File: config.mk
export PLATFORM = sky130hd
export DESIGN_NAME = lru_tc_ctrl
export DESIGN_NICKNAME = d
export VERILOG_FILES = /design/src/rtl/lru_tc_pkg.sv /design/src/rtl/lru_tc_ctrl.sv
export SDC_FILE = /design/constraint.sdc
export NUM_CORES = 1
export LEC_CHECK = 0
export BUFFER_PORTS_ARGS = -buffer_cell sky130_fd_sc_hd__buf_2
export CAP_MARGIN = 30
export CORE_MARGIN = 1
export CORE_UTILIZATION = 27
export CTS_BUF_LIST = sky130_fd_sc_hd__clkbuf_16
export DETAILED_ROUTE_END_ITERATION = 6
export GPL_TIMING_DRIVEN = 0
export SLEW_MARGIN = 15
export SYNTH_ARGS = -nofsm -noshare
export SYNTH_HDL_FRONTEND = slang
export SYNTH_SLANG_ARGS = --single-unit
export TNS_END_PERCENT = 1
File: constraint.sdc
create_clock -name clk -period 7.81 [get_ports clk]
set_input_delay 0.781 -clock clk [delete_from_list [all_inputs] [get_ports clk]]
set_output_delay 0.781 -clock clk [all_outputs]
set_load 0.02 [all_outputs]
File: src/rtl/lru_tc_pkg.sv
package lru_tc_pkg;

  localparam int ENTRIES_DEF      = 64;
  localparam int TILE_ID_BITS_DEF = 32;
  localparam int HANDLE_BITS_DEF  = 32;

  typedef enum logic [1:0] {
    CMD_LOOKUP = 2'd0,
    CMD_INSERT = 2'd1,
    CMD_INVAL  = 2'd2,
    CMD_CLEAR  = 2'd3
  } cmd_t;

  typedef enum logic [2:0] {
    ST_IDLE,
    ST_SCAN,
    ST_TOUCH,
    ST_SHIFT,
    ST_CLOSE,
    ST_DONE
  } state_t;

  typedef struct packed {
    cmd_t        cmd;
    logic [63:0] key_media;
    logic [31:0] key_tile;
    logic [31:0] payload;
  } in_item_t;

  typedef struct packed {
    logic        hit;
    logic [31:0] payload_out;
    logic        evicted;
    logic [6:0]  removed_count;
  } out_item_t;

  typedef struct packed {
    logic kv_we;
    logic rank_we;
    logic shift_we;
  } mem_we_t;

endpackage

File: src/rtl/lru_tc_ctrl.sv
module lru_tc_ctrl
  import lru_tc_pkg::*;
#(
  parameter int ENTRIES      = ENTRIES_DEF,
  parameter int TILE_ID_BITS = TILE_ID_BITS_DEF,
  parameter int HANDLE_BITS  = HANDLE_BITS_DEF,
  localparam int IW = $clog2(ENTRIES),
  localparam int KW = 64 + TILE_ID_BITS + HANDLE_BITS
) (
  input  logic          clk,
  input  logic          rst_n,
  input  logic          start,
  output logic          busy,
  input  in_item_t      in_item,
  output logic          out_strobe,
  output out_item_t     out_item,
  output mem_we_t       we,
  output logic [IW-1:0] kv_addr,
  output logic [KW-1:0] kv_wdata,
  input  logic [KW-1:0] kv_rdata,
  output logic [IW-1:0] rank_raddr,
  output logic [IW-1:0] rank_waddr,
  output logic [IW-1:0] rank_wdata,
  input  logic [IW-1:0] rank_rdata,
  output logic [IW-1:0] shift_raddr,
  output logic [IW-1:0] shift_waddr,
  output logic [IW-1:0] shift_wdata,
  input  logic [IW-1:0] shift_rdata
);

  localparam int CW = $clog2(ENTRIES + 1);
  localparam logic [CW-1:0] FULL = CW'(ENTRIES);

  state_t                  state_r, state_nxt;
  logic [CW-1:0]           cnt_r;
  logic                    d1_vld_r, d2_vld_r;
  logic [IW-1:0]           d1_idx_r, d2_idx_r, d2_rank_r;
  logic [ENTRIES-1:0]      valid_r, rmask_r;
  logic [CW-1:0]           fill_r, removed_r, cum_r;
  logic                    hit_r, free_found_r, age_all_r, evict_r;
  cmd_t                    cmd_r;
  logic [63:0]             media_r;
  logic [TILE_ID_BITS-1:0] tile_r;
  logic [HANDLE_BITS-1:0]  handle_r, hhandle_r;
  logic [IW-1:0]           slot_r, hrank_r, lru_r, free_r;

  logic                    accept, issue, pass_end, ins_end;
  logic [IW-1:0]           ins_slot;
  logic [63:0]             rd_media;
  logic [TILE_ID_BITS-1:0] rd_tile;
  logic [HANDLE_BITS-1:0]  rd_handle;
  logic                    rd_valid;

  assign accept = start && (state_r == ST_IDLE);
  assign {rd_media, rd_tile, rd_handle} = kv_rdata;
  assign rd_valid = valid_r[d1_idx_r];
  assign issue = (cnt_r < FULL) &&
                 (state_r == ST_SCAN || state_r == ST_TOUCH || state_r == ST_CLOSE);
  assign pass_end = (cnt_r == FULL) && !d1_vld_r && !d2_vld_r;
  assign ins_end = (state_r == ST_SCAN) && pass_end && (cmd_r == CMD_INSERT);
  assign ins_slot = hit_r ? slot_r : ((fill_r == FULL) ? lru_r : free_r);

  always_comb begin
    state_nxt = state_r;
    case (state_r)
      ST_IDLE: begin
        if (start) begin
          state_nxt = (in_item.cmd == CMD_CLEAR) ? ST_DONE : ST_SCAN;
        end
      end
      ST_SCAN: begin
        if (pass_end) begin
          case (cmd_r)
            CMD_LOOKUP: state_nxt = hit_r ? ST_TOUCH : ST_DONE;
            CMD_INSERT: state_nxt = ST_TOUCH;
            CMD_INVAL:  state_nxt = (removed_r != '0) ? ST_SHIFT : ST_DONE;
            default:    state_nxt = ST_DONE;
          endcase
        end
      end
      ST_TOUCH: if (pass_end) state_nxt = ST_DONE;
      ST_SHIFT: if (cnt_r == FULL) state_nxt = ST_CLOSE;
      ST_CLOSE: if (pass_end) state_nxt = ST_DONE;
      ST_DONE:  state_nxt = ST_IDLE;
      default:  state_nxt = ST_IDLE;
    endcase
  end

  always_comb begin
    busy        = (state_r != ST_IDLE);
    out_strobe  = (state_r == ST_DONE);
    out_item.hit           = hit_r;
    out_item.payload_out   = (cmd_r == CMD_LOOKUP && hit_r) ? 32'(hhandle_r) : 32'd0;
    out_item.evicted       = evict_r;
    out_item.removed_count = 7'(removed_r);

    we.kv_we    = ins_end;
    kv_addr     = ins_end ? ins_slot : cnt_r[IW-1:0];
    kv_wdata    = {media_r, tile_r, handle_r};

    rank_raddr  = cnt_r[IW-1:0];
    shift_raddr = rank_rdata;
    shift_waddr = cnt_r[IW-1:0];
    shift_wdata = cum_r[IW-1:0];
    we.shift_we = (state_r == ST_SHIFT) && (cnt_r < FULL);

    we.rank_we  = 1'b0;
    rank_waddr  = d1_idx_r;
    rank_wdata  = '0;
    if (state_r == ST_TOUCH && d1_vld_r) begin
      if (d1_idx_r == slot_r) begin
        we.rank_we = 1'b1;
      end else if (rd_valid && (age_all_r || rank_rdata < hrank_r)) begin
        we.rank_we = 1'b1;
        rank_wdata = rank_rdata + 1'b1;
      end
    end else if (state_r == ST_CLOSE && d2_vld_r) begin
      we.rank_we = valid_r[d2_idx_r];
      rank_waddr = d2_idx_r;
      rank_wdata = d2_rank_r - shift_rdata;
    end
  end

  always_ff @(posedge clk) begin
    if (!rst_n) begin
      state_r  <= ST_IDLE;
      cnt_r    <= '0;
      d1_vld_r <= 1'b0;
      d2_vld_r <= 1'b0;
      valid_r  <= '0;
      fill_r   <= '0;
    end else begin
      state_r  <= state_nxt;
      if (state_r != state_nxt) begin
        cnt_r <= '0;
      end else if (issue || we.shift_we) begin
        cnt_r <= cnt_r + 1'b1;
      end
      d1_vld_r <= issue;
      d2_vld_r <= d1_vld_r && (state_r == ST_CLOSE);
      if (accept && in_item.cmd == CMD_CLEAR) begin
        valid_r <= '0;
        fill_r  <= '0;
      end
      if (state_r == ST_SCAN && d1_vld_r && cmd_r == CMD_INVAL &&
          rd_valid && rd_media == media_r) begin
        valid_r[d1_idx_r] <= 1'b0;
      end
      if (state_r == ST_SCAN && pass_end && cmd_r == CMD_INVAL) begin
        fill_r <= fill_r - removed_r;
      end
      if (ins_end && !hit_r) begin
        valid_r[ins_slot] <= 1'b1;
        if (fill_r != FULL) begin
          fill_r <= fill_r + 1'b1;
        end
      end
    end
  end

  always_ff @(posedge clk) begin
    d1_idx_r  <= cnt_r[IW-1:0];
    d2_idx_r  <= d1_idx_r;
    d2_rank_r <= rank_rdata;
    if (accept) begin
      cmd_r        <= in_item.cmd;
      media_r      <= in_item.key_media;
      tile_r       <= TILE_ID_BITS'(in_item.key_tile);
      handle_r     <= HANDLE_BITS'(in_item.payload);
      hit_r        <= 1'b0;
      free_found_r <= 1'b0;
      age_all_r    <= 1'b0;
      evict_r      <= 1'b0;
      rmask_r      <= '0;
      cum_r        <= '0;
      lru_r        <= '0;
      free_r       <= '0;
      slot_r       <= '0;
      hrank_r      <= '0;
      hhandle_r    <= '0;
      removed_r    <= (in_item.cmd == CMD_CLEAR) ? fill_r : '0;
    end
    if (state_r == ST_SCAN && d1_vld_r) begin
      if (cmd_r == CMD_INVAL) begin
        if (rd_valid && rd_media == media_r) begin
          removed_r          <= removed_r + 1'b1;
          rmask_r[rank_rdata] <= 1'b1;
        end
      end else begin
        if (rd_valid && rd_media == media_r && rd_tile == tile_r) begin
          hit_r     <= 1'b1;
          slot_r    <= d1_idx_r;
          hrank_r   <= rank_rdata;
          hhandle_r <= rd_handle;
        end
        if (rd_valid && CW'(rank_rdata) == fill_r - 1'b1) begin
          lru_r <= d1_idx_r;
        end
        if (!rd_valid && !free_found_r) begin
          free_r       <= d1_idx_r;
          free_found_r <= 1'b1;
        end
      end
    end
    if (ins_end) begin
      slot_r    <= ins_slot;
      age_all_r <= !hit_r;
      evict_r   <= !hit_r && (fill_r == FULL);
    end
    // Running count of removed ranks below the rank being written.
    if (we.shift_we) begin
      cum_r <= cum_r + CW'(rmask_r[cnt_r[IW-1:0]]);
    end
  end

endmodule

* Word-level counts from Yosys, hierarchy flattened
Cells that the tools add are included.
** Storage, ports and cells
- Flip-flop bits (word level) :: 369
- Bits of input ports :: 273
- Output and inout port bits :: 216
- Logic and storage cells :: 195
** Operators by class
- $add $sub $neg :: 8
- Order comparisons :: 10
- Eq/ne operators :: 16
- Multiplexer cells :: 87
- Bitwise logic cells :: 5
- Reduce and logical (&&, ||, !) cells :: 44
** Operator list (number)
- $mux 64 :: 9
- $mux 32 :: 5
- $mux 6 :: 26
- $or 64x64->64 :: 2
- $mux 7 :: 11
- $and 64x64->64 :: 1
- $eq 64x64->1 :: 1
- $not 64->64 :: 1
- $lt 6x7->1 const B :: 5
- $eq 32x32->1 :: 1
- $logic_and 1x1->1 :: 27
- $add 7x1->7 const B :: 3
- $mux 1 :: 21
- $mux 3 :: 7
- $bmux 1 s6 :: 3
- $demux 1 s6 :: 3
- $ge 6x1->1 const B :: 3
- $eq 7x7->1 const B :: 2
- $pmux 3 s4 :: 1
- $pmux 3 s3 :: 1
- $add 7x1->7 :: 1
- $eq 6x7->1 :: 1
- $lt 7x7->1 const B :: 1
- $ne 7x7->1 const B :: 1
- 21 further kinds :: 33

* Longest topological paths before layout
- Depth in word-level cells :: 10
- Depth in mapped cells :: 14
- Gate-level depth less buffers :: 11

* Worst setup path before layout
No wires, ideal clock.
- Kind :: in2reg
- Start point :: input start
- End point :: register valid_r[41]
- Library setup time :: 0.076 ns
- Data arrival time :: 5.583 ns
- Data required time :: 7.734 ns
- Path slack :: 2.150 ns
- Stages on the path :: 8
- Buffers on the path :: 2
- Cell sequence :: nand2_1 clkinv_1 and3_1 clkbuf_1 nor2_1 clkbuf_1 o311ai_0 o21ai_0
** Between the ends
- Cells in the longest elaborated chain, start to end :: 9
** Ends and longest elaborated chain
- from (decl) :: RTL line lru_tc_ctrl.sv:12 : input logic start,
- $logic_and 1x1->1 * :: RTL line lru_tc_ctrl.sv:54 : assign accept = start && (state_r == ST_IDLE);
- named net accept :: RTL line lru_tc_ctrl.sv:47 : logic accept, issue, pass_end, ins_end;
- $logic_and 1x1->1 * :: RTL line lru_tc_ctrl.sv:141 : if (accept && in_item.cmd == CMD_CLEAR) begin
- $mux 64 * :: RTL line lru_tc_ctrl.sv:141
- $mux 64 * :: RTL line lru_tc_ctrl.sv:125 : if (!rst_n) begin
- $and 64x64->64 (no line)
- $mux 64 * :: RTL line lru_tc_ctrl.sv:145 : if (state_r == ST_SCAN && d1_vld_r && cmd_r == CMD_INVAL &&
- $mux 64 * :: RTL line lru_tc_ctrl.sv:125
- $or 64x64->64 (no line)
- $mux 64 * :: RTL line lru_tc_ctrl.sv:152 : if (ins_end && !hit_r) begin
- to (signal assigned) :: RTL line lru_tc_ctrl.sv:130 : valid_r <= '0;
- to (signal, indexed assignment) :: RTL line lru_tc_ctrl.sv:147 : valid_r[d1_idx_r] <= 1'b0;
- to (signal, indexed assignment) :: RTL line lru_tc_ctrl.sv:153 : valid_r[ins_slot] <= 1'b1;
- to (decl) :: RTL line lru_tc_ctrl.sv:38 : logic [ENTRIES-1:0] valid_r, rmask_r;
Mark *: on every way through the listed nets, which the timed path passes. The rest lies on a longest branch. The select of a mux whose other input is x is not followed.
A chain may end at the register's enable or synchronous reset.

==> results.sh <==
export IMPL_synth_most_common_cell="nand2_1"
export IMPL_fin_cells=3062
export IMPL_ant_nets=0
export IMPL_final_layout_size_suffix_gt1_share_pct=29.8
export IMPL_synth_async_reset_ratio_pct=0
export IMPL_grt_max_degree=90
export IMPL_synth_seq_area_share_pct=50.7
export IMPL_power_total_mw=4.53
export IMPL_drtPass1Iterations=6
export IMPL_path_max_fanout=10
export IMPL_finalHoldViolCount=0
export IMPL_cp_arrival_ns=4.68
export IMPL_synthesis_instances=1645
export IMPL_max_freq_mhz=183
export IMPL_cts_root_buf="clkbuf_16"
export IMPL_portBuffers=488
export IMPL_drc_errors=0
export IMPL_routabilityCongestion=0.950
export IMPL_antenna_found_initial=3
export IMPL_row_count=92
export IMPL_crit_path_end_kind="primary output"
export IMPL_wl_microns=64400
export IMPL_grt_pass1_vias=15158
export IMPL_core_area_sq_um=63100
export IMPL_drv_cap=0
export IMPL_syn_area_per_cell_sq_um=10.5
export IMPL_rsz0062_at_grt="no"
export IMPL_grt_total_usage_pct=19.2
export IMPL_cts_path_max_buffers=3
export IMPL_fillers=6441
export IMPL_slew_headroom_pct=33.0
export IMPL_vias_per_cell=5.02
export IMPL_cts_max_level=2
export IMPL_die_h_microns=255
export IMPL_synth_fp_nets=1945
export IMPL_start_util_pct=27.3
export IMPL_status="complete, no violations"
export IMPL_tightestPinTransition_ns=1.00
export IMPL_synth_area_leaders="dfxtp_1, edfxtp_1, mux4_2, o21ai_0, nand2_1"
export IMPL_postCtsSetupRepairBufs=0
export IMPL_yosysTopAreaCell="dfxtp_1"
export IMPL_syn_area_sq_um=17200
export IMPL_place_inst=2983
export IMPL_start_kind="flop"
export IMPL_vias=15371
export IMPL_tns_ns=0
export IMPL_fin_crit_ns=5.46
export IMPL_drv_slew=0
export IMPL_ir_worst_vdd_uv=167
export IMPL_clock_latency_ns=0.57
export IMPL_die_x_microns=255
export IMPL_power_density_nw_per_um2=204
export IMPL_synth_seq_cells=368
export IMPL_finClkSkew_ns=0.0171
export IMPL_ys_types=71
export IMPL_grt_overflow=0
export IMPL_drt_iter0_drc=1304
export IMPL_setup_viol=0
export IMPL_tritoncts="yes"
export IMPL_diodes=0
export IMPL_synth_top_cell_area_share_pct=26.7
export IMPL_clk_pin_slew_ns=0.06
export IMPL_power_leakage_nw=8.72
export IMPL_area_delta_synth_final_pct=28.6
export IMPL_final_period_utilization_pct=69.9
export IMPL_hold_class="reg2reg"
export IMPL_avgRoutedWirePerCell_microns=21.0
export IMPL_synth_warnings=0
export IMPL_path_class="reg2out"
export IMPL_cts_sinks=368
export IMPL_num_io_pins=489
export IMPL_cts_repair_resized=0
export IMPL_hold_buffers=0
export IMPL_worstPathRequired_ns=7.03
export IMPL_synth_common_cells="nand2_1, dfxtp_1, o21ai_0"
export IMPL_utilization_pct=35.2
export IMPL_grt_pass1_wl_microns=93500
export IMPL_synth_ff_type="dfxtp_1"
export IMPL_cts_buffers=43
export IMPL_dieArea_sq_um=64900
export IMPL_dp_hpwl_microns=49700
export IMPL_synth_edf_count=138
export IMPL_layout_nets=2483
==> path summary, 6_finish.rpt <==
check / endpoint / slack, ns / from / depth (start not counted)
setup / recovery: we[1] / 2.35 / d2_idx_r[0] / 9
hold / removal: d2_idx_r[5] / 0.35 / d1_idx_r[5] / 0
setup reg to reg: cum_r[4] / 3.63 / cnt_r[0] / 10
hold reg to reg: d2_idx_r[5] / 0.35 / d1_idx_r[5] / 0
==> metal layers <==
layer	wire length (microns)	global-route usage (%)	up-vias
li1	-	-	7065
met1	24700	22.6	7424
met2	32600	33.7	725
met3	4520	3.77	157
met4	2570	8.26	0
met5	0	0	-
==> flip-flops by register name, indices dropped and copies added (netlist names), 7 cells and up <==
signal,flops
handle_r,32
tile_r,32
media_r,64
removed_r,7
valid_r,64
fill_r,7
hhandle_r,32
cnt_r,7
rmask_r,64
==> final cells by class <==
class	instances	area, sq um	share of cell area, %
sequential	368	8750	39.5
multi-input combinational	1114	7760	35.0
timing repair buffer	493	2510	11.3
clock buffer	45	1130	5.08
tap	846	1060	4.77
buffer	123	591	2.66
clock inverter	33	226	1.02
inverter	40	155	0.700
==> cell usage in the layout, fill, tap and decap left out, drive strengths merged, types with 7 or more instances in the layout <==
master and count:
buf 540, nand2 234, dfxtp 230, o21ai 184
edfxtp 138, clkbuf 120, xor2 77, xnor2 59
nor2 54, inv 51, o311ai 49, mux4 44
and2 43, nand3 42, a22o 26, ha 25
nand4 22, nor4 21, clkinv 20, nor2b 18
a21o 17, nor3 17, mux2i 16, and3 15
a21oi 15, o211ai 14, nand2b 12, mux2 11
a221oi 10, o22ai 10, a221o 7, a31o 7
==> report_power, final <==
part / leakage, nW / switching [mW] / internal (mW)
Clock: 0.699 / 0.849 / 1.11
Combinational: 4.85 / 0.295 / 0.168
Sequential: 3.17 / 0.0439 / 2.06
Total: 8.72 / 1.19 / 3.35
==> worst max-delay path: stages (launching register included) <==
cell and delay [ns]:
dfxtp_1 0.31, clkbuf_1 0.57, buf_1 0.72, mux4_2 0.62, mux4_2 0.51, mux4_2 0.54, nand2_1 0.10, o311ai_0 0.23
clkdlybuf4s15_2 0.32, buf_2 0.18
==> cells by family (layout without fill, tap and decap cells) <==
| group | Yosys count | count (layout) | share of synthesized area (%) |
|---|---|---|---|
| buf+inv | 163 | 734 | 4.29 |
| simple gates | 507 | 507 | 14.2 |
| mux | 71 | 71 | 7.44 |
| compound gates | 373 | 373 | 14.4 |
| fa+ha+maj | 27 | 27 | 2.05 |
| flops | 368 | 368 | 50.7 |
| xor+xnor | 136 | 136 | 6.91 |
==> metrics by stage <==
stage	worst slack [ns]	hold WS, ns	instance area (sq um)
after floorplan	2.15	0.326	17200
after global placement	-0.716	0.336	20700
after detailed placement	2.94	0.339	20800
after CTS	2.32	0.323	22200
after global routing	2.18	0.342	22200
final	2.35	0.351	22200
No activity file was read; power rests on OpenSTA's default activity.
